==> config.mk <==
export PLATFORM = sky130hd
export DESIGN_NAME = hwt_div
export DESIGN_NICKNAME = d
export VERILOG_FILES = /design/src/rtl/core/hwt_pkg.sv /design/src/rtl/core/hwt_div.sv
export SDC_FILE = /design/constraint.sdc
export NUM_CORES = 2
export LEC_CHECK = 0
export ABC_AREA = 1
export BUFFER_PORTS_ARGS = -buffer_cell sky130_fd_sc_hd__buf_2
export CORE_ASPECT_RATIO = 0.9
export CORE_MARGIN = 1
export CORE_UTILIZATION = 57
export DETAILED_ROUTE_END_ITERATION = 6
export GPL_TIMING_DRIVEN = 0
export MAX_ROUTING_LAYER = met4
export PLACE_DENSITY = 0.71
export SYNTH_ARGS = -nofsm -noshare
export SYNTH_HDL_FRONTEND = slang
export SYNTH_SLANG_ARGS = --single-unit
==> constraint.sdc <==
create_clock -name clock -period 8.8 [get_ports clock]
set_input_delay 0.88 -clock clock [delete_from_list [all_inputs] [get_ports clock]]
set_output_delay 0.88 -clock clock [all_outputs]
set_load 0.05 [all_outputs]
==> src/rtl/core/hwt_pkg.sv <==
// Shared types, codes and defaults for the hashed timing wheel.
`timescale 1ns / 1ps

package hwt_pkg;

   // Timer pool addressing: ids are 6 bits, links carry a null flag in bit 6.
   localparam int ID_W        = 6;
   localparam int LINK_W      = 7;
   localparam int TMR_DEPTH   = 64;
   localparam int DELAY_W     = 32;
   localparam int EVENT_W     = 16;
   localparam int STATUS_W    = 3;
   localparam logic [LINK_W-1:0] LINK_NULL = 7'h40;

   // Defaults for the top-level parameters.
   localparam int DEF_WHEEL_SLOTS   = 64;
   localparam int DEF_TICK_INTERVAL = 1;
   localparam int DEF_POOL_SIZE     = 64;

   typedef enum logic [1:0] {
      OP_SET    = 2'd0,
      OP_REARM  = 2'd1,
      OP_DELETE = 2'd2,
      OP_TICK   = 2'd3
   } op_type;

   typedef enum logic [STATUS_W-1:0] {
      RS_SET_OK    = 3'd0,
      RS_POOL_FULL = 3'd1,
      RS_DONE      = 3'd2,
      RS_EXPIRED   = 3'd3,
      RS_NO_EXPIRY = 3'd4,
      RS_INACTIVE  = 3'd5
   } status_type;

   typedef struct packed {
      logic [1:0]         opcode;
      logic [ID_W-1:0]    entry_id;
      logic [DELAY_W-1:0] delay;
      logic [EVENT_W-1:0] event_tag;
   } req_type;

   typedef struct packed {
      logic [STATUS_W-1:0] status;
      logic [ID_W-1:0]     result_id;
      logic [EVENT_W-1:0]  result_event;
      logic                last;
   } rsp_type;

endpackage

==> src/rtl/core/hwt_div.sv <==
// Division by a constant through a reciprocal multiply, a back-multiply and one correction.
`timescale 1ns / 1ps

module hwt_div
   import hwt_pkg::*;
(
   input  logic               clock,
   input  logic               reset,
   input  logic               start,
   input  logic [DELAY_W-1:0] dividend,
   input  logic [DELAY_W-1:0] divisor,
   input  logic [DELAY_W-1:0] recip,
   output logic               done,
   output logic [DELAY_W-1:0] quotient,
   output logic [DELAY_W-1:0] remainder
);

   typedef enum logic [3:0] {
      D_IDLE = 4'b0001,
      D_MULQ = 4'b0010,
      D_MULR = 4'b0100,
      D_FIX  = 4'b1000
   } div_state_type;

   div_state_type        state_ff;
   logic                 done_ff;
   logic [DELAY_W-1:0]   x_ff;
   logic [DELAY_W-1:0]   d_ff;
   logic [DELAY_W-1:0]   m_ff;
   logic [DELAY_W-1:0]   quo_ff;
   logic [DELAY_W-1:0]   rem_ff;
   logic [DELAY_W-1:0]   mul_a;
   logic [DELAY_W-1:0]   mul_b;
   logic [2*DELAY_W-1:0] product;

   // One multiplier serves both the reciprocal step and the back-multiply.
   // The reciprocal is floor((2^32 - 1) / divisor), so the first estimate is
   // never above the true quotient and at most one below it.
   assign mul_a   = (state_ff == D_MULQ) ? x_ff : quo_ff;
   assign mul_b   = (state_ff == D_MULQ) ? m_ff : d_ff;
   assign product = {{DELAY_W{1'b0}}, mul_a} * {{DELAY_W{1'b0}}, mul_b};

   // Control: the working states MULQ, MULR and FIX in turn, then a one-cycle done.
   always_ff @(posedge clock) begin
      if (reset) begin
         state_ff <= D_IDLE;
         done_ff  <= 1'b0;
      end else begin
         done_ff <= 1'b0;
         if (start) begin
            state_ff <= D_MULQ;
         end else begin
            case (state_ff)
               D_MULQ:  state_ff <= D_MULR;
               D_MULR:  state_ff <= D_FIX;
               D_FIX: begin
                  state_ff <= D_IDLE;
                  done_ff  <= 1'b1;
               end
               default: state_ff <= D_IDLE;
            endcase
         end
      end
   end

   // Datapath: estimate, remainder of the estimate, then a single fix-up.
   always_ff @(posedge clock) begin
      if (start) begin
         x_ff <= dividend;
         d_ff <= divisor;
         m_ff <= recip;
      end else begin
         case (state_ff)
            D_MULQ: quo_ff <= product[2*DELAY_W-1:DELAY_W];
            D_MULR: rem_ff <= x_ff - product[DELAY_W-1:0];
            D_FIX: begin
               if (rem_ff >= d_ff) begin
                  rem_ff <= rem_ff - d_ff;
                  quo_ff <= quo_ff + 1'b1;
               end
            end
            default: begin
            end
         endcase
      end
   end

   assign done      = done_ff;
   assign quotient  = quo_ff;
   assign remainder = rem_ff;

endmodule

; Yosys cells after proc, flatten, opt, wreduce, memory -nomap -nowiden
; Index checks and enable logic that the tools add are counted.
[word_totals]
register_bits = 165
inputBits = 99
out_inout_bits = 65
wordCells = 32
[classes]
addsub = 3
mul = 1
order_cmp = 1
eq_ne = 4
mux = 9
bitwise = 1
n_reduce_logical = 5
[ops]
columns = cell, count
row1 = two-way mux 32 bit, 4
row2 = case mux 32 bit (2 select lines), 2
row3 = multiplier 32 x 32 -> 64 bit, 1
row4 = subtractor 32 bit, 2
row5 = adder 32 x 1 -> 32 bit (second input constant), 1
row6 = >= comparator 32 bit, 1
row7 = case mux 4 bit (2 select lines), 1
row8 = AND reduction 3 bit, 2
row9 = equality test 4 x 2 -> 1 bit (second input constant), 1
row10 = equality test 4 x 3 -> 1 bit (second input constant), 1
row11 = equality test 4 bit (second input constant), 1
row12 = nonzero test 2 bit, 2
row13 = two-way mux 2 bit, 1
row14 = != test 2 bit (second input constant), 1
row15 = OR reduction 2 bit, 1
row16 = two-way mux 1 bit, 1
row17 = NOT 1 bit, 1

; Longest topological paths before layout
[depth]
depth_word = 5
mapped_depth = 46
ltp_nobuf = 43

; Worst setup path before layout
; OpenSTA, ideal clock, no wires.
[synth_timing]
path_type = register -> register
start = reg state_ff[0]
end = reg rem_ff[30], in the netlist remainder[30] (data pin)
setup_time_ns = 0.254
arrival_ns = 7.769
required_ns = 8.546
slack_ns = 0.777
stages_incl_launch_ff = 40
n_path_buf = 4
synth_period_minus_slack_ns = 8.023
path_cell_list = dfxtp_1 -> nor2_1 -> nand3_1 -> buf_6 -> buf_6 -> buf_6 -> o21ai_2 -> buf_4 -> nand2_1 -> fa_1 -> inv_1 -> fa_1 -> fa_1 -> inv_1 -> fa_1 -> inv_1 -> fa_1 -> inv_1 -> (+4 left out) -> ha_1 -> nand2_1 -> nor2_1 -> inv_1 -> nor2_1 -> inv_1 -> nor2_1 -> nand2_1 -> nand2_1 -> xnor2_1 -> ha_1 -> inv_1 -> nor4_1 -> nand3_1 -> nand2_1 -> nand2_1 -> nand3_1 -> nand2_1
[synth_between]
elab_chain_cells = 5
word_cells_on_any_way = 8
cone_classes = 1 x add/sub / 1 x mul / 3 x eq/ne / 3 x mux
[synth_rtl]
columns = element, line
row1 = "start, declared", hwt_div.sv:25  ; div_state_type state_ff;
row2 = "start signal, assigned", hwt_div.sv:46  ; state_ff <= D_IDLE;
row3 = "start signal, assigned", hwt_div.sv:51  ; state_ff <= D_MULQ;
row4 = "start signal, assigned", hwt_div.sv:54  ; D_MULQ: state_ff <= D_MULR;
row5 = equality test 4 x 2 -> 1 bit, "hwt_div.sv:39, hwt_div.sv:40"
row6 = "two-way mux 32 bit, on equally long branches", "hwt_div.sv:39, hwt_div.sv:40"
row7 = multiplier 32 x 32 -> 64 bit, hwt_div.sv:41  ; assign product = {{DELAY_W{1'b0}}, mul_a} * {{DELAY_W{1'b0}}, mul_b};
row8 = subtractor 32 bit, hwt_div.sv:75  ; D_MULR: rem_ff <= x_ff - product[DELAY_W-1:0];
row9 = case mux 32 bit (2 select lines) *, hwt_div.sv:73  ; case (state_ff)
row10 = "end signal, assigned", hwt_div.sv:75
row11 = "end signal, assigned", hwt_div.sv:78  ; rem_ff <= rem_ff - d_ff;
row12 = "end, declared", hwt_div.sv:31  ; logic [DELAY_W-1:0] rem_ff;
; Mark *: on every way between the ends. The rest lies on a longest branch, timed or not.
; A chain may end at the register's enable or synchronous reset.

; Worst setup path after layout
[layout_timing]
start = reg state_ff[3]
end = reg rem_ff[30], in the netlist remainder[30] (data pin)
; Same word-level chain as after synthesis.

==> results.sh <==
export IMPL_ys_seq_area_share_pct=10.8
export IMPL_maxCapViolCount=0
export IMPL_rsz0062_at_grt="yes"
export IMPL_endpoint_kind="flop"
export IMPL_slew_limit_headroom_pct=24.1
export IMPL_ys_types=38
export IMPL_status="finished with violations"
export IMPL_dpl_cell_area_um2=47800
export IMPL_arrival_ps=9200
export IMPL_tightest_slew_ps=1140
export IMPL_wirelength_um=190000
export IMPL_ff2ff_path_depth=39
export IMPL_gp_congestion=1.10
export IMPL_max_freq_ghz=0.111
export IMPL_fin_tns_setup_ps=-534
export IMPL_grt_max_degree=70
export IMPL_h_tree_depth=4
export IMPL_viasPerCell=5.80
export IMPL_crit_slowest_cell="fa_1"
export IMPL_synth_area_per_cell_um2=7.80
export IMPL_synth_top_area_share_pct=39.4
export IMPL_finalSetupViolCount=7
export IMPL_cts_root_buffer="clkbuf_16"
export IMPL_final_setup_worst_slack_ps=-191
export IMPL_area_delta_synth_final_pct=16.9
export IMPL_cp_start_kind="flop"
export IMPL_drtIter0Drc=6199
export IMPL_stdcell_area_um2=53300
export IMPL_synth_net_count=7166
export IMPL_syn_instance_count=5842
export IMPL_die_y_um=270
export IMPL_critical_path_top_delay_family="adder cells"
export IMPL_cts_tree="yes"
export IMPL_reg2reg_slack_ps=-190
export IMPL_hpwl_um=157000
export IMPL_crit_type="reg2reg"
export IMPL_finalHoldViolCount=0
export IMPL_violations="design-rule violations, negative setup slack"
export IMPL_grt_overflow_total=0
export IMPL_finalCriticalPeriod_ps=8990
export IMPL_grt_pass1_vias=40100
export IMPL_grt_usage_pct=48.5
export IMPL_antenna_found_initial=9
export IMPL_core_um2=79300
export IMPL_synth_area_leader_cell="fa_1"
export IMPL_final_max_slew_viol_count=0
export IMPL_worst_path_buf_inv=12
export IMPL_drt_pass1_iterations=7
export IMPL_nets=7532
export IMPL_die_x_um=300
export IMPL_rows=98
export IMPL_antenna_left=0
export IMPL_die_area_um2=81100
export IMPL_cts_buffers=17
export IMPL_holdPathStages=1
export IMPL_io_pins=164
export IMPL_start_util_pct=57.5
export IMPL_synth_seq_cells=165
export IMPL_drive_gt1_share_pct=15.9
export IMPL_post_route_period_util_pct=102
export IMPL_clockBufferDepth=2
export IMPL_worst_path_stages=39
export IMPL_grt_pass1_wl_um=272000
export IMPL_num_vias=42200
export IMPL_io_buffer_count=163
export IMPL_cts_sinks=165
export IMPL_path_clk_slew_ps=80
export IMPL_fill_cells=6696
export IMPL_synth_top_cells_by_area="fa_1 (39%), nand2_1 (13%), inv_1 (11%), edfxtp_1 (11%), ha_1 (9.0%)"
export IMPL_slowest_delay_ps=620
export IMPL_required_ps=9010
export IMPL_routedWlPerCell_um=26.2
export IMPL_route_detailed_drc=18
export IMPL_hold_class="reg2reg"
export IMPL_ys_warn_count=0
export IMPL_cpMostUsedCell="fa_1"
export IMPL_skew_ps=13.2
export IMPL_crit_fanout=7
export IMPL_syn_cell_area_um2=45600
export IMPL_clk_latency_ps=460
export IMPL_cts_hold_buf=0
## cell families after synthesis
family,Yosys count,synth area share [%]
AOI/OAI and AO/OA,336,4.55
xor gates and xnor gates,61,1.17
adders and majority gates,1225,48.4
buffers and inverters,1592,13.8
DFF,165,10.8
muxes,1,0.0220
and+or+nand+nor,2462,21.3
## cells in the final DEF, fill, tap and decap left out, types with 14 or more instances in the layout
cell type and instances:
o21ai_0 72, fa_2 29, xor2_1 28, fa_1 869
inv_1 1342, nand4_1 30, nor2_4 34, nand2_1 1511
inv_2 35, a21oi_2 19, nand2_4 25, nand2_2 67
ha_4 28, o21ai_1 14, clkbuf_16 18, nor2_2 39
buf_6 35, nand3b_1 15, nand3_1 150, clkbuf_1 14
nor2_1 516, nor3_1 28, edfxtp_1 160, a21oi_1 126
buf_2 206, xnor2_1 19, buf_8 18, buf_12 52
ha_1 292, nand3_2 17, o21ai_4 57, buf_4 177
o21bai_1 15
## repair_timing
action / 4_1_cts / 5_1_grt
resized for setup: 464 / 338
pin swaps: 97 / 92
cloned: 5 / 1
setup endpoints to repair: 51 / 50
endpoints found under the hold margin: 0 / 0
setup buffers: 125 / 54
## per-layer routing
metal | share of wire [%] | track usage, % | up-vias
met5 | 0 | - | -
met1 | 40 | 68.6 | 20800
met2 | 39 | 62.1 | 3060
met4 | 5.0 | 18.6 | 0
li1 | - | - | 18000
met3 | 17 | 18.3 | 431
## metrics by stage
| step | cells | hold slack (ps) | utilization (%) | worst slack [ps] |
|---|---|---|---|---|
| after detailed placement | 7059 | 447 | 60.3 | -1690 |
| after global routing | 7279 | 482 | 67.2 | -397 |
| after floorplan | 5842 | 422 | - | 777 |
| after CTS | 7217 | 468 | 65.0 | -49.8 |
| final | 7281 | 458 | 67.2 | -191 |
| after global placement | 7055 | 435 | 60.2 | -1810 |
## cell usage after synthesis (all sizes together)
library cell / number
dfxtp: 5
nor4: 12
o31ai: 1
and2: 1
a31oi: 2
nand2: 1603
nor2: 589
a21oi: 151
nand4: 31
edfxtp: 160
xnor2: 33
ha: 327
xor2: 28
nand3b: 15
clkbuf: 24
or2: 5
nand3: 173
a21o: 4
clkinv: 6
nor3: 33
o21a: 7
mux2i: 1
inv: 1405
buf: 157
o21ai: 153
fa: 898
o21bai: 18
## worst paths after layout
kind | start | end
setup / recovery | state_ff[3] | remainder[30]
hold / removal | state_ff[0] | state_ff[3]
setup reg to reg | state_ff[3] | remainder[30]
hold reg to reg | state_ff[0] | state_ff[3]
## registers in the layout (all words and copies together), names as in the netlist
signal     cells
d_ff          32
m_ff          32
quotient      32
remainder     32
x_ff          32
state_ff       4
done           1
## area by class of cell
| cell class | instances | area (um2) | share of cell area, % |
|---|---|---|---|
| Multi-Input combinational cell | 4085 | 36400 | 68.4 |
| Timing Repair Buffer | 352 | 2770 | 5.21 |
| Antenna cell | 10 | 25.0 | 0.0470 |
| Tap cell | 1050 | 1310 | 2.47 |
| Clock buffer | 17 | 425 | 0.798 |
| Sequential cell | 165 | 4910 | 9.21 |
| Buffer | 176 | 1750 | 3.28 |
| Clock inverter | 15 | 184 | 0.345 |
| Inverter | 1411 | 5470 | 10.3 |
Power is not shown: default switching activity piles up to over one toggle a cycle in this logic, so the estimate is an artifact.
